===== src/rtl/bsm_pkg.sv =====
// Shared widths, codes and beat types for the bounding sphere merge block.
`timescale 1ns / 1ps
`default_nettype none

package bsm_pkg;

    // Coordinate width and the widths that follow from it
    localparam int CW     = 32;          // signed Q16.16 center
    localparam int RW     = CW - 1;      // unsigned radius
    localparam int XW     = CW + 1;      // box corner, center plus or minus radius
    localparam int SQW    = 2 * RW;      // squared distance below the clamp limit
    localparam int QDEPTH = 2;           // finish snapshots waiting for the back end

    // Action codes
    localparam logic ACT_ADD    = 1'b0;
    localparam logic ACT_FINISH = 1'b1;

    // Sphere count, saturating at "two or more"
    typedef logic [1:0] t_count;
    localparam t_count CNT_NONE = 2'd0;
    localparam t_count CNT_ONE  = 2'd1;
    localparam t_count CNT_MANY = 2'd2;

    typedef logic signed [XW-1:0] t_corner;

    // Empty box: low corner at the top of its range, high corner at the bottom
    localparam t_corner LOW_INIT  = {1'b0, {CW{1'b1}}};
    localparam t_corner HIGH_INIT = {1'b1, {CW{1'b0}}};

    // Input beat
    typedef struct packed {
        logic                 action;
        logic signed [CW-1:0] center_x;
        logic signed [CW-1:0] center_y;
        logic signed [CW-1:0] center_z;
        logic        [RW-1:0] sphere_radius;
    } t_in;

    // Result beat
    typedef struct packed {
        logic signed [CW-1:0] merged_x;
        logic signed [CW-1:0] merged_y;
        logic signed [CW-1:0] merged_z;
        logic        [RW-1:0] merged_radius;
        logic                 saturated;
    } t_out;

    // Accumulated state handed from the front end to the back end on finish
    typedef struct packed {
        t_count               count;
        logic signed [CW-1:0] first_x;
        logic signed [CW-1:0] first_y;
        logic signed [CW-1:0] first_z;
        logic        [RW-1:0] first_r;
        t_corner [2:0]        low;
        t_corner [2:0]        high;
    } t_snap;

endpackage

`default_nettype wire


===== src/rtl/bsm_fifo.sv =====
// Short queue of finish snapshots between the front end and the back end.
`timescale 1ns / 1ps
`default_nettype none

module bsm_fifo
    import bsm_pkg::*;
(
    input  wire logic  i_clk,
    input  wire logic  i_rst_n,
    input  wire logic  i_push,
    input  wire t_snap i_data,
    input  wire logic  i_pop,
    output t_snap      o_data,
    output logic       o_full,
    output logic       o_valid
);

    localparam int AW = (QDEPTH > 1) ? $clog2(QDEPTH) : 1;
    localparam int LW = $clog2(QDEPTH + 1);

    t_snap           r_mem [QDEPTH];
    logic [AW-1:0]   r_wr;
    logic [AW-1:0]   r_rd;
    logic [LW-1:0]   r_level;

    function automatic logic [AW-1:0] wrap_inc(input logic [AW-1:0] p);
        return (p == AW'(QDEPTH - 1)) ? '0 : p + AW'(1);
    endfunction

    assign o_full  = (r_level == LW'(QDEPTH));
    assign o_valid = (r_level != '0);
    assign o_data  = r_mem[r_rd];

    // Advance pointers and level
    always_ff @(posedge i_clk) begin
        if (!i_rst_n) begin
            r_wr    <= '0;
            r_rd    <= '0;
            r_level <= '0;
        end else begin
            if (i_push) r_wr <= wrap_inc(r_wr);
            if (i_pop)  r_rd <= wrap_inc(r_rd);
            if (i_push && !i_pop)      r_level <= r_level + LW'(1);
            else if (!i_push && i_pop) r_level <= r_level - LW'(1);
        end
    end

    // Store the snapshot
    always_ff @(posedge i_clk) begin
        if (i_push) r_mem[r_wr] <= i_data;
    end

endmodule

`default_nettype wire


===== config.mk =====
export PLATFORM = sky130hd
export DESIGN_NAME = bsm_fifo
export DESIGN_NICKNAME = d
export VERILOG_FILES = /design/src/rtl/bsm_pkg.sv /design/src/rtl/bsm_fifo.sv
export SDC_FILE = /design/constraint.sdc
export NUM_CORES = 1
export LEC_CHECK = 0
export ABC_CLOCK_PERIOD_IN_PS = 36000
export BUFFER_PORTS_ARGS = -buffer_cell sky130_fd_sc_hd__buf_2
export CORE_ASPECT_RATIO = 1.2
export CORE_MARGIN = 2
export CORE_UTILIZATION = 35
export DETAILED_ROUTE_END_ITERATION = 10
export PLACE_DENSITY_LB_ADDON = 0.3
export SLEW_MARGIN = 0
export SYNTH_ARGS = -nofsm -noshare
export SYNTH_HDL_FRONTEND = slang
export SYNTH_SLANG_ARGS = --single-unit
export TNS_END_PERCENT = 30

===== constraint.sdc =====
create_clock -name i_clk -period 36 [get_ports i_clk]
set_input_delay 1.8 -clock i_clk [delete_from_list [all_inputs] [get_ports i_clk]]
set_output_delay 1.8 -clock i_clk [all_outputs]
set_load 0.01 [all_outputs]

# Word-level counts from Yosys, hierarchy flattened
# Memory sizes are Yosys's and may differ from the RTL's. A register that Yosys moved wholly into a read port is not among the register bits.
# Cells that the tools add are included.
# classes
n_reduce_logical	6
shifts	0
n_eq_ne	1
n_div	0
n_mux	8
n_bitwise	0
n_mul	0
n_lt_le_gt_ge	0
add_sub_neg	4
# op_table
cell	count
$mux 1	6
$mux 2	2
$reduce_bool 2->1	2
$add 1x1->1 const B	2
$add 2x1->2 const B	1
$eq 2x2->1 const B	1
$logic_and 1x1->1	2
$logic_not 1->1	2
$sub 2x1->2 const B	1
# totals
out_inout_bits	329
ff_bits	4
romBits	0
wordCells	23
ram_bits	654
latchBits	0
input_bits	331
mem_count	1
# memory_table
name	depth	width	rd	rd_clocked_by_memory_dff	wr	line_no	text
r_mem	2	327	1	1	1	bsm_fifo.sv:21	t_snap r_mem [QDEPTH];

# Longest topological paths before layout
# logic_depth
word_depth	4
depth_mapped	5
mapped_depth_nobuf	5

# Worst setup path after synthesis
# No wires, ideal clock.
# synth_timing
kind	input port to flip-flop
from	in i_push
to	reg r_wr
required_ns	35.875
setup_time_ns	0.125
cell_stages	2
path_buffers	0
arrival_ns	16.910
setup_slack_ns	18.965
path_cell_list	nor2b_1 > o21a_1
# synth_lines
element	line_no	text
from (decl)	bsm_fifo.sv:10	input wire logic i_push,
to (signal assigned)	bsm_fifo.sv:41	if (i_push) r_wr <= wrap_inc(r_wr);
to (decl)	bsm_fifo.sv:22	logic [AW-1:0] r_wr;

==> results.yml <==
sta:
  post-route-min-period_ps: 5440
  relSlewSlack_pct: 13.2
  worstMarginPinSlew_ps: 1300
  fmax_ghz: 0.184
  fin_ws_ps: 30560
  rsz0062_at_grt: "no"
  timing.hold.ws_ps: 540
  maxSlewViolCount: 0
  fin_crit_sh_pct: 15.1
  setup_violations: 0
  setup_tns_ps: 0
  hold_violations: 0
  skew_ps: 16.4
die:
  die_h_um: 290
  io_pins: 660
  die_w_um: 243
  dieArea_mm2: 0.0704
  start_util_pct: 35.5
  num_rows: 104
  core_area_mm2: 0.0674
global_routing:
  grt_pass1_vias: 13235
  grt_pass1_wl_um: 81400
  grt-ovfl-total: 0
  grt_start_max_net_pins: 164
  grtUsageTotal_pct: 15.3
  antenna_found_initial: 12
place:
  dp_cells: 2573
  hpwlAfterDp_um: 37900
  dpl_worst_slack_ps: 31110
  port_buffers: 659
  gp_congestion: 0.849
finish:
  drive_gt1_share_pct: 61.3
  fillCellCount: 6008
  layoutNonFillerInstCount: 2697
  final_common_cell: "buf_2"
  final_net_count: 2073
  seqCellArea_mm2: 0.0197
  final_cell_mix: "buf_2, edfxtp_1, mux2_2, clkbuf_16, mux2_4"
  multiInputGateArea_mm2: 0.00392
  area_delta_synth_final_pct: 27.2
power:
  ir_worst_vdd_v: 0.0000470
  totalPowerFinal_mw: 1.77
  p_leak_nw: 11.3
  cellPowerDensity_mw_per_mm2: 58.2
routing:
  drtPass1Iterations: 5
  antenna_left: 0
  dr_total_vias: 12319
  drt-vias-per-instance: 4.57
  drt_iter0_drc: 693
  wl_per_cell_um: 20.7
  route.detailed.drc: 0
  wl_um: 55700
yosys:
  muxShareOfSynthArea_pct: 15.9
  synthAdderAreaFrac_pct: 0.0523
  yosys.area_share.simple_pct: 0.236
  synthesis.nets: 1371
  synth_compound_area_share_pct: 0.0837
  synth_xor_area_share_pct: 0.110
  seq_area_frac_synth_pct: 82.6
  synthesis.area_mm2: 0.0239
  synth_top_family_by_area: "multiplexers"
  ys_types: 18
  netlist_instances: 1039
  synth.avg_cell_area_um2: 23.0
  ys_ff_latch: 659
  synth_warnings: 0
worst_hold_path:
  hold_path_class: "reg -> reg"
clock_network:
  cts_resized: 0
  cts_buffers: 67
  post_cts_buffers: 0
  clkSinkCount: 659
  clkTransAtPathRegs_ps: 60
  cts_htree_levels: 3
  cts_buffer_depth: 3
  cts_root_buffer: "clkbuf_16"
  hold_buffers: 0
  cts_tree: "yes"
  clk_latency_ps: 590
outcome:
  status: "finished, final reports clean"
job:
  maxCapViolCount: 0
worst_setup_path:
  endpoint_kind: "output port"
  cp.arrival_ps: 3640
  required_ps: 34200
  worstSetupPathType: "reg -> out"
  critPathLaunchType: "flip-flop"
  critPathMaxFanout: 76
registers in the layout (all words and copies together), names as in the netlist, named ones only:
| register | count |
|---|---|
| r_level | 2 |
| r_mem | 654 |
| r_rd | 1 |
| r_wr | 1 |
Yosys cell counts (all sizes together):
cell,n,share of area [%]
mux2,327,16
xnor2,1,0.037
edfxtp,654,82
a21boi,1,0.031
and2,4,0.10
xor2,2,0.073
or3,1,0.026
buf,36,1.1
nor2b,3,0.079
or2,1,0.026
o21ai,1,0.021
inv,1,0.016
ha,1,0.052
dfxtp,5,0.42
o21a,1,0.031
worst max-delay path, cell delays in order, from the launching register on:
cell,delay [ps]
dfxtp_4,690
buf_4,880
buf_4,730
mux2_2,420
buf_2,140
final timing paths:
kind,slack [ps],from,endpoint,cells after the start
worst max-delay path,30560,flip-flop,o_data[186],4
worst min-delay path,540,r_level[1]$_SDFFE_PN0P_,r_level[1]$_SDFFE_PN0P_,2
worst max register to register,32770,r_wr$_SDFFE_PN0P_,r_mem[1][298]$_DFFE_PP_,3
worst min register to register,540,r_level[1]$_SDFFE_PN0P_,r_level[1]$_SDFFE_PN0P_,2
report_power, final:
group          leakage [nW]  internal [mW]  switching [mW]
registers              6.18          0.889          0.0107
logic                  4.05         0.0806          0.0950
clock network          1.08          0.404           0.290
total                  11.3           1.37           0.396
layer usage:
| metal | global-route usage [%] | wire [um] | vias to the layer above |
|---|---|---|---|
| li1 | - | - | 5572 |
| met1 | 16.9 | 20500 | 6106 |
| met5 | 0 | 108 | - |
| met2 | 27.0 | 28800 | 496 |
| met4 | 6.43 | 1920 | 16 |
| met3 | 4.95 | 4380 | 129 |
final cells by class:
cell class,instances,share of cell area (%)
tap,901,3.71
sequential,659,64.9
inverter,1,0.0123
multi-input combinational,343,12.9
antenna,4,0.0329
clock inverter,38,1.44
clock buffer,82,5.80
timing repair buffer,669,11.2
metrics by stage:
step           util (%)  cell area (um^2)
3_3_place_gp       41.8             28200
4_1_cts            45.1             30400
3_5_place_dp       41.8             28200
6_report           45.1             30400
5_1_grt            45.1             30400
2_1_floorplan         -             23900
cell families after synthesis:
group	Yosys count
flip-flops	659
multiplexers	327
buffers and inverters	37
AND/OR/NAND/NOR	9
AO/OA/AOI/OAI	3
XOR/XNOR	3
adder cells (fa/ha/maj)	1
No activity file was read; power rests on OpenSTA's default activity.
