<file path="config.mk">
export PLATFORM = sky130hd
export DESIGN_NAME = bsm_front
export DESIGN_NICKNAME = d
export VERILOG_FILES = /design/src/rtl/bsm_pkg.sv /design/src/rtl/bsm_front.sv
export SDC_FILE = /design/constraint.sdc
export NUM_CORES = 1
export LEC_CHECK = 0
export ABC_AREA = 1
export ABC_CLOCK_PERIOD_IN_PS = 19100
export BUFFER_PORTS_ARGS = -buffer_cell sky130_fd_sc_hd__buf_2
export CAP_MARGIN = 15
export CORE_ASPECT_RATIO = 1.1
export CORE_UTILIZATION = 45
export DETAILED_ROUTE_END_ITERATION = 8
export PLACE_DENSITY = 0.68
export SKIP_CTS_REPAIR_TIMING = 1
export SYNTH_ARGS = -nofsm -noshare
export SYNTH_HDL_FRONTEND = slang
export SYNTH_SLANG_ARGS = --single-unit
</file>
<file path="constraint.sdc">
create_clock -name i_clk -period 19.1 [get_ports i_clk]
set_input_delay 0 -clock i_clk [delete_from_list [all_inputs] [get_ports i_clk]]
set_output_delay 0 -clock i_clk [all_outputs]
set_load 0.1 [all_outputs]
</file>
<file path="src/rtl/bsm_pkg.sv">
// Shared widths, codes and beat types for the bounding sphere merge block.
`timescale 1ns / 1ps
`default_nettype none

package bsm_pkg;

    // Coordinate width and the widths that follow from it
    localparam int CW     = 32;          // signed Q16.16 center
    localparam int RW     = CW - 1;      // unsigned radius
    localparam int XW     = CW + 1;      // box corner, center plus or minus radius
    localparam int SQW    = 2 * RW;      // squared distance below the clamp limit
    localparam int QDEPTH = 2;           // finish snapshots waiting for the back end

    // Action codes
    localparam logic ACT_ADD    = 1'b0;
    localparam logic ACT_FINISH = 1'b1;

    // Sphere count, saturating at "two or more"
    typedef logic [1:0] t_count;
    localparam t_count CNT_NONE = 2'd0;
    localparam t_count CNT_ONE  = 2'd1;
    localparam t_count CNT_MANY = 2'd2;

    typedef logic signed [XW-1:0] t_corner;

    // Empty box: low corner at the top of its range, high corner at the bottom
    localparam t_corner LOW_INIT  = {1'b0, {CW{1'b1}}};
    localparam t_corner HIGH_INIT = {1'b1, {CW{1'b0}}};

    // Input beat
    typedef struct packed {
        logic                 action;
        logic signed [CW-1:0] center_x;
        logic signed [CW-1:0] center_y;
        logic signed [CW-1:0] center_z;
        logic        [RW-1:0] sphere_radius;
    } t_in;

    // Result beat
    typedef struct packed {
        logic signed [CW-1:0] merged_x;
        logic signed [CW-1:0] merged_y;
        logic signed [CW-1:0] merged_z;
        logic        [RW-1:0] merged_radius;
        logic                 saturated;
    } t_out;

    // Accumulated state handed from the front end to the back end on finish
    typedef struct packed {
        t_count               count;
        logic signed [CW-1:0] first_x;
        logic signed [CW-1:0] first_y;
        logic signed [CW-1:0] first_z;
        logic        [RW-1:0] first_r;
        t_corner [2:0]        low;
        t_corner [2:0]        high;
    } t_snap;

endpackage

`default_nettype wire

</file>
<file path="src/rtl/bsm_front.sv">
// Front end: accepts beats, tracks the sphere count and the box, snapshots on finish.
`timescale 1ns / 1ps
`default_nettype none

module bsm_front
    import bsm_pkg::*;
(
    input  wire logic  i_clk,
    input  wire logic  i_rst_n,
    input  wire logic  i_accept,
    input  wire t_in   i_item,
    output logic       o_push,
    output t_snap      o_snap
);

    t_count               r_cnt;
    logic signed [CW-1:0] r_first [3];
    logic        [RW-1:0] r_first_r;
    t_corner              r_low   [3];
    t_corner              r_high  [3];

    t_corner w_c  [3];
    t_corner w_r;
    t_corner w_lo [3];
    t_corner w_hi [3];

    // Extend the center and radius and form the sphere's extent per axis
    always_comb begin
        w_r    = {2'b00, i_item.sphere_radius};
        w_c[0] = {i_item.center_x[CW-1], i_item.center_x};
        w_c[1] = {i_item.center_y[CW-1], i_item.center_y};
        w_c[2] = {i_item.center_z[CW-1], i_item.center_z};
        for (int i = 0; i < 3; i++) begin
            w_lo[i] = w_c[i] - w_r;
            w_hi[i] = w_c[i] + w_r;
        end
    end

    // Hand the current state to the queue on a finish beat
    assign o_push = i_accept && (i_item.action == ACT_FINISH);

    always_comb begin
        o_snap.count   = r_cnt;
        o_snap.first_x = r_first[0];
        o_snap.first_y = r_first[1];
        o_snap.first_z = r_first[2];
        o_snap.first_r = r_first_r;
        for (int i = 0; i < 3; i++) begin
            o_snap.low[i]  = r_low[i];
            o_snap.high[i] = r_high[i];
        end
    end

    // Count and box: widen on add, clear on finish
    always_ff @(posedge i_clk) begin
        if (!i_rst_n) begin
            r_cnt <= CNT_NONE;
            for (int i = 0; i < 3; i++) begin
                r_low[i]  <= LOW_INIT;
                r_high[i] <= HIGH_INIT;
            end
        end else if (i_accept) begin
            if (i_item.action == ACT_ADD) begin
                for (int i = 0; i < 3; i++) begin
                    if (w_lo[i] < r_low[i])  r_low[i]  <= w_lo[i];
                    if (w_hi[i] > r_high[i]) r_high[i] <= w_hi[i];
                end
                if (r_cnt != CNT_MANY) r_cnt <= r_cnt + t_count'(1);
            end else begin
                r_cnt <= CNT_NONE;
                for (int i = 0; i < 3; i++) begin
                    r_low[i]  <= LOW_INIT;
                    r_high[i] <= HIGH_INIT;
                end
            end
        end
    end

    // Keep the first sphere for the single-sphere case
    always_ff @(posedge i_clk) begin
        if (i_accept && (i_item.action == ACT_ADD) && (r_cnt == CNT_NONE)) begin
            r_first[0] <= i_item.center_x;
            r_first[1] <= i_item.center_y;
            r_first[2] <= i_item.center_z;
            r_first_r  <= i_item.sphere_radius;
        end
    end

endmodule

`default_nettype wire

</file>
# Word level (Yosys, flattened, before mapping)

Memories as Yosys holds them, arrays and structs flattened.
Cells that the tools add are included.

Bits in writable memories: 294
Output and inout bits: 328
Input port bits: 131
Word-level logic and storage cells: 89
Memories kept: 3
Bits in registers: 33

Multiplexer cells: 51
Order comparisons: 6
Reduce and logical (&&, ||, !) cells: 6
Add/subtract/negate cells: 7
Bitwise gates (word level): 13
Equal/unequal tests: 1

Memories:

| memory  | words | bits a word | read ports | clocked after memory_dff | wr ports | line            | text |
|---|---|---|---|---|---|---|---|
| r_high  | 3     | 33          | 3          | 0                        | 3        | bsm_front.sv:20 | `t_corner r_high [3];` |
| r_low   | 3     | 33          | 3          | 0                        | 3        | bsm_front.sv:19 | `t_corner r_low [3];` |
| r_first | 3     | 32          | 3          | 0                        | 3        | bsm_front.sv:17 | `logic signed [CW-1:0] r_first [3];` |

Operators with widths:

| kind                                        | count |
|---|---|
| two-way mux 33 bit                          | 12 |
| adder 32 x 32 -> 33 bit                     | 3 |
| > comparator 33 bit                         | 3 |
| < comparator 33 bit                         | 3 |
| subtractor 32 x 32 -> 33 bit                | 3 |
| two-way mux 1 bit                           | 37 |
| OR 1 bit                                    | 12 |
| two-way mux 2 bit                           | 2 |
| logical AND 1 bit                           | 3 |
| adder 2 x 1 -> 2 bit, second input constant | 1 |
| zero test 2 bit                             | 1 |
| != test 2 bit, second input constant        | 1 |
| AND reduction 2 bit                         | 1 |
| nonzero test 2 bit                          | 1 |
| inverter 1 bit                              | 1 |

# Longest topological paths before layout

Depth in word-level cells: 9
Depth in mapped cells: 33
Depth with buffers taken out: 31

# Worst setup path before layout

Ideal clock, no wire load.

Path kind: register -> register
From: register r_cnt[0]
To: memory r_first[0][0], enable pin
Stages on the path, launching flop included: 5
Period minus slack after synthesis: 6.923 ns
Path slack: 12.177 ns
Data arrival time: 6.309 ns
Buffers on the path: 0
Path through: dfxtp_1 > inv_1 > ha_1 > inv_1 > nor2_1

RTL lines:

| element                | line            | text |
|---|---|---|
| start, declared        | bsm_front.sv:16 | `t_count r_cnt;` |
| start signal, assigned | bsm_front.sv:68 | `if (r_cnt != CNT_MANY) r_cnt <= r_cnt + t_count'(1);` |
| end, declared          | bsm_front.sv:17 |  |

==> results.py <==
metrics = {
    "global_routing": {
        "grt_max_degree": 72,
        "grt_overflow": 0,
        "grt.total_usage_pct": 32.3,
        "antenna_found_initial": 5,
        "grt_pass1_wl_um": 156000,
        "grt_pass1_vias": 25445,
    },
    "die": {
        "die_w_um": 243,
        "die-area_um2": 65100,
        "design.core.area_um2": 62800,
        "rows": 96,
        "ios": 459,
        "die_h_um": 267,
        "start_util_pct": 45.9,
    },
    "layout": {
        "layout.area.seq_um2": 9800,
        "final_common_cell": "nand2_1",
        "multi_input_area_um2": 15600,
        "final_cell_mix": "nand2_1, inv_1, buf_2",
        "drive_gt1_share_pct": 13.5,
        "final_nets": 4847,
        "nFillCells": 6045,
        "areaGrowthSynthToFinish_pct": 19.2,
        "fin_area_um2": 34400,
    },
    "power": {
        "power.density_nw_per_um2": 97.1,
        "pwr-share-comb_pct": 49.5,
        "power_switching_uw": 1640,
        "switching_share_pct": 49.1,
        "p_int_uw": 1700,
        "seqPwrFrac_pct": 28.1,
        "irDropWorstVdd_mv": 0.0797,
        "p_leak_uw": 0.0177,
        "pwr-share-clk_pct": 22.4,
    },
    "worst_setup_path": {
        "worstSetupEndpointType": "register",
        "cp_max_fo": 64,
        "critPathRequiredTime_ps": 19390,
        "setup.worst_path.start_class": "input port",
        "crit_arrival_ps": 6150,
        "worst-r2r-cell-count": 12,
        "worst-setup-path-type": "input port to register",
    },
    "sta": {
        "slew-limit-headroom_pct": 30.3,
        "maxSlewViolCount": 0,
        "finalCritPeriodShare_pct": 30.7,
        "finalCriticalPeriod_ps": 5860,
        "tightest_slew_ps": 1050,
        "fin_setup_tns_ps": 0,
        "finalHoldViolations": 0,
        "finalSetupViolations": 0,
        "clock_skew_ps": 37.2,
        "hold_ws_ps": 158,
        "rsz0062_at_grt": "false",
        "timing.fmax_mhz": 171,
    },
    "cts": {
        "clkTransAtPathRegs_ps": 60,
        "root_buffer": "clkbuf_16",
        "clock-sinks": 327,
        "ctsHtreeMaxLevel": 2,
        "cts_made_buffers": 39,
        "worstSkewPairLatency_ps": 590,
        "cts_tree": "yes",
        "clk_path_buf_depth": 3,
    },
    "yosys": {
        "postSynthAreaPerCell_um2": 7.65,
        "synth_area_um2": 28800,
        "synth_cells": 3768,
        "synth-seq-cells": 327,
        "ys_seq_area_share_pct": 34.0,
        "synth.distinct_cells": 48,
        "postSynth.asyncResetShare_pct": 0,
        "syn-num-nets": 4288,
        "synth_edf_count": 325,
        "synth_ff_type": "edfxtp_1",
        "yosys_warnings": 0,
    },
    "placement": {
        "placed_cell_area_um2": 31800,
        "numPortBuffers": 458,
        "routabilityCongestion": 1.07,
        "dp_hpwl_um": 90000,
    },
    "route": {
        "via_per_inst": 5.27,
        "drtAntennaViolNets": 0,
        "wirelength_um": 110000,
        "vias": 27348,
        "route.detailed.drc": 0,
        "firstDrtPassIters": 6,
        "drt_iter0_drc": 2266,
        "wl_per_cell_um": 21.2,
    },
    "status": {
        "outcome": "completed",
    },
    "job": {
        "cap_viol_max_count": 0,
    },
    "hold_path": {
        "hp-class": "input port to register",
        "min_path_cells": 5,
    },
}
layer usage:
| metal | up-vias | routed length [um] | track usage, % | part of all wire, % |
|---|---|---|---|---|
| li1 | 13202 | - | - | - |
| met2 | 1147 | 51900 | 54.6 | 47 |
| met4 | 2 | 5090 | 14.6 | 4.6 |
| met1 | 12803 | 44200 | 40.7 | 40 |
| met3 | 194 | 8670 | 4.78 | 7.9 |
| met5 | - | 8 | 0 | 0.0073 |
synth_stat cells, types with 2 or more instances:
cell      number  share of area [%]
a211oi_1       5               0.13
nand4_1       52                1.1
a21oi_1      285                4.9
nor2_2         5               0.11
a31oi_1        2              0.043
a21o_1        29               0.76
nor2_4        41                1.6
buf_12         4               0.28
and3_1         7               0.15
o21ai_2        2              0.061
buf_2         42               0.73
o21ai_1        8               0.14
ha_1         383                 17
nand2_1      822                 11
clkbuf_1      27               0.35
nand3b_1       9               0.23
dfxtp_1        2               0.14
o21a_1        10               0.26
edfxtp_1     325                 34
xnor2_1        7               0.21
nor2_1       370                4.8
a31o_2         2              0.061
o21ai_0      152                2.6
nand3_2        4               0.14
a21boi_0       4               0.10
nand3_1      124                2.2
clkbuf_2       7               0.12
o21bai_1      24               0.63
fa_1           6               0.42
xor2_1       145                4.4
inv_1        783                 10
nor4_1        10               0.22
o211ai_1      16               0.42
nor3_1        38               0.66
and2_1         2              0.043
a21boi_1       2              0.052
worst paths after layout:
path                                   start           end  slack [ps]
worst max register to register  r_low[0][65]  r_low[0][39]       15210
worst min-delay path                 i_rst_n      r_cnt[1]         160
worst min register to register      r_cnt[1]      r_cnt[1]         510
worst max-delay path              i_item[30]  r_low[0][39]       13240
sequential cells by signal (all words and copies together) (netlist names):
signal,count
r_first_r,31
r_high,99
r_first,96
r_cnt,2
r_low,99
through the flow:
step	worst slack, ps	cells	power (uW)	utilization [%]
after floorplan	12180	3768	2180	-
after global placement	13310	4988	2550	50.6
after detailed placement	13290	4988	2560	50.6
after CTS	13890	5056	3320	52.6
after global routing	12910	5187	3500	54.7
final	13240	5188	3340	54.7
logic make-up after synthesis:
family,synth area share (%)
buffers and inverters,11.8
xor gates and xnor gates,4.62
adders and majority gates,17.0
AOI/OAI and AO/OA,10.3
and+or+nand+nor,22.2
DFF,34.0
final cells by class:
class / instances / share of cell area (%)
multi-input combinational: 2575 / 45.5
antenna: 1 / 0.00728
tap: 833 / 3.03
clock buffer: 48 / 3.00
timing repair buffer: 600 / 10.7
sequential: 327 / 28.5
inverter: 784 / 8.57
clock inverter: 20 / 0.605
worst max-delay path: stages:
cell and delay (ps):
dlygate4sd3_1 510, buf_2 330, inv_1 350, ha_1 520, inv_1 180, nor3_1 220
inv_1 80, nor2_1 90, inv_1 70, nor4_1 410, nand2_1 200, nand2_1 130
nand2_1 90, ha_1 390, a21oi_1 350, o21ai_0 150, a21o_1 170, a21oi_1 300
nand2_1 90, nand2_1 70, nand3_1 140, nand3_4 390, buf_4 670, nand2_1 130
power groups by stage:
| stage | clock (uW) | combinational (uW) | sequential (uW) |
|---|---|---|---|
| 2_1_floorplan | 0 | 699 | 1490 |
| 3_5_place_dp | 0 | 1610 | 951 |
| 6_report | 746 | 1650 | 937 |
| 5_1_grt | 781 | 1780 | 945 |
| 4_1_cts | 760 | 1620 | 937 |
| 3_3_place_gp | 0 | 1600 | 949 |
No activity file was read; power rests on OpenSTA's default activity.
