`config.mk`:
```
export PLATFORM = sky130hd
export DESIGN_NAME = bsm_back
export DESIGN_NICKNAME = d
export VERILOG_FILES = /design/src/rtl/bsm_pkg.sv /design/src/rtl/bsm_back.sv
export SDC_FILE = /design/constraint.sdc
export NUM_CORES = 2
export LEC_CHECK = 0
export BUFFER_PORTS_ARGS = -buffer_cell sky130_fd_sc_hd__buf_2
export CELL_PAD_IN_SITES_DETAIL_PLACEMENT = 1
export CELL_PAD_IN_SITES_GLOBAL_PLACEMENT = 2
export CORE_MARGIN = 2
export CORE_UTILIZATION = 41
export DETAILED_ROUTE_END_ITERATION = 16
export GPL_TIMING_DRIVEN = 0
export MAX_ROUTING_LAYER = met4
export PLACE_DENSITY = 0.8
export SKIP_LAST_GASP = 1
export SLEW_MARGIN = 10
export SYNTH_ARGS = -nofsm -noshare
export SYNTH_HDL_FRONTEND = slang
export SYNTH_SLANG_ARGS = --single-unit
```
`constraint.sdc`:
```
create_clock -name i_clk -period 11.6 [get_ports i_clk]
set_input_delay 2.32 -clock i_clk [delete_from_list [all_inputs] [get_ports i_clk]]
set_output_delay 2.32 -clock i_clk [all_outputs]
set_load 0.02 [all_outputs]
```
`src/rtl/bsm_pkg.sv`:
```
// Shared widths, codes and beat types for the bounding sphere merge block.
`timescale 1ns / 1ps
`default_nettype none

package bsm_pkg;

    // Coordinate width and the widths that follow from it
    localparam int CW     = 32;          // signed Q16.16 center
    localparam int RW     = CW - 1;      // unsigned radius
    localparam int XW     = CW + 1;      // box corner, center plus or minus radius
    localparam int SQW    = 2 * RW;      // squared distance below the clamp limit
    localparam int QDEPTH = 2;           // finish snapshots waiting for the back end

    // Action codes
    localparam logic ACT_ADD    = 1'b0;
    localparam logic ACT_FINISH = 1'b1;

    // Sphere count, saturating at "two or more"
    typedef logic [1:0] t_count;
    localparam t_count CNT_NONE = 2'd0;
    localparam t_count CNT_ONE  = 2'd1;
    localparam t_count CNT_MANY = 2'd2;

    typedef logic signed [XW-1:0] t_corner;

    // Empty box: low corner at the top of its range, high corner at the bottom
    localparam t_corner LOW_INIT  = {1'b0, {CW{1'b1}}};
    localparam t_corner HIGH_INIT = {1'b1, {CW{1'b0}}};

    // Input beat
    typedef struct packed {
        logic                 action;
        logic signed [CW-1:0] center_x;
        logic signed [CW-1:0] center_y;
        logic signed [CW-1:0] center_z;
        logic        [RW-1:0] sphere_radius;
    } t_in;

    // Result beat
    typedef struct packed {
        logic signed [CW-1:0] merged_x;
        logic signed [CW-1:0] merged_y;
        logic signed [CW-1:0] merged_z;
        logic        [RW-1:0] merged_radius;
        logic                 saturated;
    } t_out;

    // Accumulated state handed from the front end to the back end on finish
    typedef struct packed {
        t_count               count;
        logic signed [CW-1:0] first_x;
        logic signed [CW-1:0] first_y;
        logic signed [CW-1:0] first_z;
        logic        [RW-1:0] first_r;
        t_corner [2:0]        low;
        t_corner [2:0]        high;
    } t_snap;

endpackage

`default_nettype wire

```
`src/rtl/bsm_back.sv`:
```
// Back end: midpoint, squared distance, bit-serial square root and result register.
`timescale 1ns / 1ps
`default_nettype none

module bsm_back
    import bsm_pkg::*;
(
    input  wire logic  i_clk,
    input  wire logic  i_rst_n,
    input  wire logic  i_q_valid,
    input  wire t_snap i_head,
    output logic       o_take,
    output logic       o_busy,
    input  wire logic  i_pop,
    output logic       o_empty,
    output t_out       o_result
);

    typedef enum logic [6:0] {
        ST_IDLE  = 7'b0000001,
        ST_MID   = 7'b0000010,
        ST_MUL   = 7'b0000100,
        ST_ACC   = 7'b0001000,
        ST_CHECK = 7'b0010000,
        ST_ROOT  = 7'b0100000,
        ST_DONE  = 7'b1000000
    } t_state;

    t_state             r_state, n_state;
    t_snap              r_snap,  n_snap;
    logic [RW-1:0]      r_d [3];
    logic [RW-1:0]      n_d [3];
    logic               r_big,   n_big;
    t_out               r_res,   n_res;
    logic [1:0]         r_k,     n_k;
    logic [SQW-1:0]     r_prod,  n_prod;
    logic [SQW+1:0]     r_sum,   n_sum;
    logic [SQW-1:0]     r_rem,   n_rem;
    logic [SQW-1:0]     r_root,  n_root;
    logic [SQW-1:0]     r_bit,   n_bit;
    t_out               r_out,   n_out;
    logic               r_out_valid, n_out_valid;

    logic signed [XW:0]   w_sum  [3];
    logic signed [XW-1:0] w_mid  [3];
    logic        [XW:0]   w_dist [3];
    logic signed [CW-1:0] w_ctr  [3];
    logic                 w_clip [3];
    logic                 w_far  [3];
    logic [SQW-1:0]       w_trial;
    logic [SQW-1:0]       w_root_next;

    // Midpoint, distance to the low corner and center clamp per axis
    always_comb begin
        for (int i = 0; i < 3; i++) begin
            w_sum[i]  = $signed({r_snap.low[i][XW-1], r_snap.low[i]})
                      + $signed({r_snap.high[i][XW-1], r_snap.high[i]});
            w_mid[i]  = w_sum[i][XW:1];
            w_dist[i] = {w_mid[i][XW-1], w_mid[i]} - {r_snap.low[i][XW-1], r_snap.low[i]};
            w_far[i]  = |w_dist[i][XW:RW];
            w_clip[i] = (w_mid[i][XW-1] != w_mid[i][CW-1]);
            if (w_clip[i]) begin
                w_ctr[i] = w_mid[i][XW-1] ? {1'b1, {RW{1'b0}}} : {1'b0, {RW{1'b1}}};
            end else begin
                w_ctr[i] = w_mid[i][CW-1:0];
            end
        end
    end

    // One restoring square root step
    always_comb begin
        w_trial = r_root + r_bit;
        if (r_rem >= w_trial) begin
            w_root_next = (r_root >> 1) + r_bit;
        end else begin
            w_root_next = r_root >> 1;
        end
    end

    assign o_busy   = (r_state != ST_IDLE);
    assign o_empty  = !r_out_valid;
    assign o_result = r_out;

    // Sequence one finish snapshot to a result
    always_comb begin
        n_state     = r_state;
        n_snap      = r_snap;
        n_d         = r_d;
        n_big       = r_big;
        n_res       = r_res;
        n_k         = r_k;
        n_prod      = r_prod;
        n_sum       = r_sum;
        n_rem       = r_rem;
        n_root      = r_root;
        n_bit       = r_bit;
        n_out       = r_out;
        n_out_valid = r_out_valid && !i_pop;
        o_take      = 1'b0;
        case (r_state)
            ST_IDLE: begin
                if (i_q_valid) begin
                    o_take = 1'b1;
                    n_snap = i_head;
                    case (i_head.count)
                        CNT_NONE: begin
                            n_res   = '0;
                            n_state = ST_DONE;
                        end
                        CNT_ONE: begin
                            n_res.merged_x      = i_head.first_x;
                            n_res.merged_y      = i_head.first_y;
                            n_res.merged_z      = i_head.first_z;
                            n_res.merged_radius = i_head.first_r;
                            n_res.saturated     = 1'b0;
                            n_state             = ST_DONE;
                        end
                        default: begin
                            n_state = ST_MID;
                        end
                    endcase
                end
            end
            ST_MID: begin
                for (int i = 0; i < 3; i++) n_d[i] = w_dist[i][RW-1:0];
                n_big           = w_far[0] || w_far[1] || w_far[2];
                n_res.merged_x  = w_ctr[0];
                n_res.merged_y  = w_ctr[1];
                n_res.merged_z  = w_ctr[2];
                n_res.saturated = w_clip[0] || w_clip[1] || w_clip[2];
                n_k             = '0;
                n_sum           = '0;
                n_state         = ST_MUL;
            end
            ST_MUL: begin
                n_prod  = r_d[r_k] * r_d[r_k];
                n_state = ST_ACC;
            end
            ST_ACC: begin
                n_sum = r_sum + {2'b00, r_prod};
                if (r_k == 2'd2) begin
                    n_state = ST_CHECK;
                end else begin
                    n_k     = r_k + 2'd1;
                    n_state = ST_MUL;
                end
            end
            ST_CHECK: begin
                if (r_big || (|r_sum[SQW+1:SQW])) begin
                    n_res.merged_radius = {RW{1'b1}};
                    n_res.saturated     = 1'b1;
                    n_state             = ST_DONE;
                end else begin
                    n_rem   = r_sum[SQW-1:0];
                    n_root  = '0;
                    n_bit   = {2'b01, {(SQW-2){1'b0}}};
                    n_state = ST_ROOT;
                end
            end
            ST_ROOT: begin
                if (r_rem >= w_trial) n_rem = r_rem - w_trial;
                n_root = w_root_next;
                n_bit  = r_bit >> 2;
                if (r_bit[0]) begin
                    n_res.merged_radius = w_root_next[RW-1:0];
                    n_state             = ST_DONE;
                end
            end
            ST_DONE: begin
                if (!r_out_valid || i_pop) begin
                    n_out       = r_res;
                    n_out_valid = 1'b1;
                    n_state     = ST_IDLE;
                end
            end
            default: begin
                n_state = ST_IDLE;
            end
        endcase
    end

    // Control state
    always_ff @(posedge i_clk) begin
        if (!i_rst_n) begin
            r_state     <= ST_IDLE;
            r_out_valid <= 1'b0;
        end else begin
            r_state     <= n_state;
            r_out_valid <= n_out_valid;
        end
    end

    // Datapath registers
    always_ff @(posedge i_clk) begin
        r_snap <= n_snap;
        r_d    <= n_d;
        r_big  <= n_big;
        r_res  <= n_res;
        r_k    <= n_k;
        r_prod <= n_prod;
        r_sum  <= n_sum;
        r_rem  <= n_rem;
        r_root <= n_root;
        r_bit  <= n_bit;
        r_out  <= n_out;
    end

endmodule

`default_nettype wire

```
* Yosys cells after proc, flatten, opt, wreduce, memory -nomap -nowiden
Cells that the tools add are included.
Storage, ports and cells: register bits 870, latch bits 0, memory bits (writable) 0, bits in read-only memories 0, input port bits 331, output and inout bits 131, logic and storage cells 131, memories kept 0
Cells by class: $add $sub $neg 11, multipliers 1, divide/modulo/power cells 0, order comparisons 2, equal/unequal tests 21, shift operators 0, multiplexer cells 38, bitwise gates (word level) 1, reduce and logical (&&, ||, !) cells 29
Operators by type and width (number):
- case mux 62 bit (2 select lines) | 3
- 2-to-1 mux 62 bit | 5
- case mux 128 bit (2 select lines) | 1
- 2-to-1 mux 32 bit | 7
- case mux 96 bit (2 select lines) | 1
- 2-to-1 mux 128 bit | 1
- case mux 64 bit (2 select lines) | 1
- adder 33 x 33 -> 34 bit | 3
- subtractor 33 x 33 -> 34 bit | 3
- 2-to-1 mux 31 bit | 3
- case mux 31 bit (3 select lines) | 1
- adder 64 x 62 -> 64 bit | 1
- adder 61 x 62 -> 62 bit | 1
- adder 62 bit | 1
- binary-select mux 31 bit (select 2 bit) | 1
- >= comparator 62 bit | 1
- multiplier 31 x 31 -> 62 bit | 1
- subtractor 62 bit | 1
- case mux 7 bit (7 select lines) | 1
- 2-to-1 mux 7 bit | 5
- inequality test 2 bit, second input constant | 7
- AND reduction 3 bit | 3
- OR reduction 3 bit | 3
- AND reduction 2 bit | 4
- other kinds (29) | 44

* Logic depth before layout (Yosys ltp)
depth after elaboration 5, gate-level depth with buffers 36, depth with buffers taken out 32

* Worst setup path after synthesis
Ideal clock, no wire load.
path type input-to-reg, from in i_q_valid, to reg r_res[100] (netlist bit), enable pin, setup time 0.686 ns, arrival 9.180 ns, required time 10.914 ns, path slack 1.734 ns, cell stages on the path 2, buffers on the path 0, cells stage by stage nand2_1 o21ai_0
On the way: cells in the longest elaborated chain, start to end 2
RTL lines:
- start: declaration | line bsm_back.sv:10 | input wire logic i_q_valid,
- inequality test 2 bit (no source line)
- AND reduction 3 bit (no source line)
- end signal: assignment | line bsm_back.sv:198 | r_res <= n_res;
- end: declaration | line bsm_back.sv:34 | t_out r_res, n_res;
Every way passes these cells. A chain may end at the register's enable or synchronous reset.

* Final worst setup path
from reg r_k[0], to reg r_prod[61] (data pin)
On the way: cells in the longest elaborated chain, start to end 5
RTL lines:
- start: declaration | line bsm_back.sv:35 | logic [1:0] r_k, n_k;
- start signal: assignment | line bsm_back.sv:199 | r_k <= n_k;
- NOT 2 -> 3 bit (implied by the code) | line bsm_back.sv:136 | n_prod = r_d[r_k] * r_d[r_k];
- binary-select mux 31 bit (select 2 bit) | line bsm_back.sv:136
- 2-to-1 mux 31 bit (implied by the code) (2 in series) | line bsm_back.sv:136
- multiplier 31 x 31 -> 62 bit | line bsm_back.sv:136
- end signal: assignment | line bsm_back.sv:200 | r_prod <= n_prod;
- end: declaration | line bsm_back.sv:36 | logic [SQW-1:0] r_prod, n_prod;
Every way passes these cells. The select of a mux whose other input is x is not followed.

==> flow_summary_export.csv <==
group,metric,value,unit
hold_path,timing.hold.worst.class,"reg -> reg",
timing,grt_setup_unrepaired,"false",
final_layout,post_layout_nonfiller_instances,10900,
drt,drt_drc_violations_left,0,
global_routing,first_pass_grt_wire_length,410,mm
drt,drt_wirelength,275,mm
critical_path,critical-path-max-stage-delay,940,ps
timing,slew_violations,0,
power,combPwrFrac,0.440,
yosys,synthDominantAreaCellType,"edfxtp_1",
final_layout,leading_cell_type_in_the_layout_fill_and_taps_excluded,"inv_1",
clock_network,clkSlewWorstSetupHoldPaths,60,ps
status,run_status,"finished, final reports clean",
timing,slew_headroom,0.0185,
yosys,synth_seq_cells,838,
yosys,yosys-mux-area-fraction,0.00842,
clock_network,cts_hold_buffers,0,
clock_network,clock_tree.htree_level_count,3,
place,pre_cts_slack,-959,ps
power,clock_network_power_share,0.252,
yosys,synth_simple_gate_area_share,0.108,
timing,whs,412,ps
critical_path,cell_with_the_biggest_individual_delay_on_the_critical_path,"clkbuf_1",
power,power.share.sequential,0.309,
clock_network,clockRootBuffer,"clkbuf_16",
floorplan,dieArea,193000,um2
clock_network,insertion_delay,750,ps
yosys,synthFlopType,"edfxtp_1",
critical_path,timing.critical_path.from_type,"register",
drt,antenna_violating_nets_left,0,
yosys,yosys.area.top_type_share,0.321,
final_layout,flow.area_growth_from_synthesis,12.2,%
yosys,avgSynthCellArea,10.0,um2
final_layout,layout_common_cells,"inv_1, edfxtp_1, fa_1, ha_1, nand2_1",
yosys,synth-async-reset-ratio,0,
yosys,mappedNetlistArea,77700,um2
floorplan,die_x,439,um
global_routing,antenna_found_initial,32,
drt,post_drt_wl_per_cell,25.1,um
global_routing,grt_util_all_layers,0.292,
yosys,library_cells_used_by_synthesis,104,
power,cell_internal_pwr,7.68,mW
power,p_total,12.7,mW
yosys,yosys_warnings,0,
critical_path,rrSetupSlack,350,ps
floorplan,core_region_area,188000,um2
power,power_switching_share,0.395,
power,vdd_drop_max,0.000150,V
critical_path,critPathArrivalTime,11730,ps
critical_path,cp-end-kind,"register",
timing,fin_crit_sh,0.970,
global_routing,grt_max_degree,119,
place,place_congestion,0.957,
place,placement.cell_area,83800,um2
power,power_dissipated_by_switching_net_loads,5.00,mW
yosys,synth-compound-area-share,0.146,
power,static-leakage-power,39.2,nW
timing,setup_viol,0,
timing,final_period_minus_worst_setup_slack,11250,ps
power,power_per_cell_area,145,nW/um2
final_layout,layout_cells_sized_above_1,0.0988,
drt,detailedRoute.firstPassIterationCount,5,
critical_path,timing_worst_setup_path_type,"reg -> reg",
timing,finalHoldViolCount,0,
yosys,synth-adder-area-share,0.299,
critical_path,required,12070,ps
yosys,post_synth_xor_area_fraction,0.0486,
clock_network,ctsLongestPathBuffers,3,
yosys,syn_inst,7737,
timing,clock_skew,64.2,ps
yosys,synth_top_family_by_area,"adder cells",
floorplan,die_height,439,um
run,max_cap_viol_count,0,
final_layout,layout.filler_cells,21200,
global_routing,first_global_vias,65600,
final_layout,final_util,0.464,
clock_network,cts.sink_count,838,
place,dpl.hpwl,226,mm
critical_path,critPathMaxFanout,10,
drt,vias_per_cell,5.56,
timing,tightestPinTransition,1470,ps
floorplan,rows,159,
drt,detailroute.via_count,60700,
place,placedCellCount,10700,
timing,worst_slack,345,ps
clock_network,cts_inserted_buffers,99,
yosys,postSynthNetCount,9470,
place,numPortBuffers,461,
timing,timing.setup.tns,0,ps
yosys,synth-seq-area-share,0.323,
clock_network,tritoncts_clock_tree,"built",
floorplan,pin_count,462,
drt,drt_iter0_drc,4116,
yosys,cell_types_with_the_largest_area_share_after_synthesis,"edfxtp_1, fa_1, ha_1",
timing,clock.fmax,0.0889,GHz
floorplan,initial_utilization,0.414,
final_layout,finish.instance_area,87300,um2
global_routing,grt.overflow.total,0,
yosys,synth_edf_count,830,
critical_path,worst_path_most_repeated_cell,"fa_1",
final_layout,design.final.nets,10100,
==> critical path, delay by kind of cell (launching register included) <==
| kind | cells | cell delay (ps) |
|---|---|---|
| AOI/OAI and AO/OA | 6 | 1970 |
| DFF | 1 | 540 |
| buffers and inverters | 5 | 1640 |
| adders and majority gates | 9 | 4660 |
| muxes | 1 | 570 |
| and+or+nand+nor | 6 | 1420 |
| xor gates and xnor gates | 1 | 130 |
==> synth_stat cells, drive strengths merged, types with 45 or more instances <==
cell / count
inv: 1127
a31oi: 83
nand2: 645
xnor2: 265
fa: 756
o21bai: 76
nor2b: 60
a21o: 224
buf: 45
nor2: 590
o21ai: 393
clkbuf: 201
o21a: 70
a21oi: 516
a211oi: 82
ha: 646
and2: 73
nor3: 102
mux2i: 62
edfxtp: 830
xor2: 165
nand3: 108
nand4: 74
==> routing by layer <==
metal,track usage,wire length [um],vias up
met5,-,0,-
met4,0.0994,10300,0
met3,0.0349,13400,386
met2,0.482,133000,1597
met1,0.371,118000,31000
li1,-,-,27800
==> power by group through the flow <==
stage | combinational (mW) | clock (mW) | sequential (mW)
finish | 5.57 | 3.19 | 3.91
global route | 6.10 | 3.35 | 3.93
CTS | 5.54 | 3.25 | 3.91
detailed placement | 5.49 | 0 | 3.97
global placement | 5.31 | 0 | 4.04
floorplan | 3.68 | 0 | 3.99
==> repair_timing <==
item	CTS	global route
endpoints found under the setup margin	20	12
gates cloned	0	0
setup buffers	0	3
hold endpoints to repair	0	0
resized for setup	17	27
==> final timing paths <==
check / start / endpoint / cells after the start
setup / recovery: r_k[0] / r_prod[61] / 28
hold / removal: r_res[99] / o_result[99] / 0
setup reg to reg: r_k[0] / r_prod[61] / 28
hold reg to reg: r_res[99] / o_result[99] / 0
==> sequential cells by signal, summed over array words and instances, names as in the netlist <==
| signal | flops |
|---|---|
| r_prod | 61 |
| r_d | 93 |
| r_sum | 64 |
| r_rem | 62 |
| r_root | 62 |
| r_state | 7 |
| r_big | 1 |
| r_bit | 31 |
| r_out_valid | 1 |
| r_snap | 198 |
| r_res | 128 |
| o_result | 128 |
| r_k | 2 |
==> area by class of cell <==
class | instances | area, um2 | share of cell area
Multi-Input combinational cell | 5519 | 47600 | 0.545
Antenna cell | 27 | 67.6 | 0.000774
Timing Repair Buffer | 493 | 2880 | 0.0330
Buffer | 244 | 1000 | 0.0115
Sequential cell | 838 | 25100 | 0.287
Inverter | 1134 | 4270 | 0.0489
Clock inverter | 65 | 724 | 0.00830
Tap cell | 2495 | 3120 | 0.0358
Clock buffer | 118 | 2550 | 0.0292
==> cell families (layout without fill, tap and decap cells) <==
kind of cell               after synthesis  in the layout
and+or+nand+nor                       1864           1864
DFF                                    838            838
AOI/OAI and AO/OA                     1755           1755
buffers and inverters                 1380           2054
muxes                                   65             65
adders and majority gates             1405           1405
xor gates and xnor gates               430            430
other                                    0             27
(Power assumes the default switching activity.)
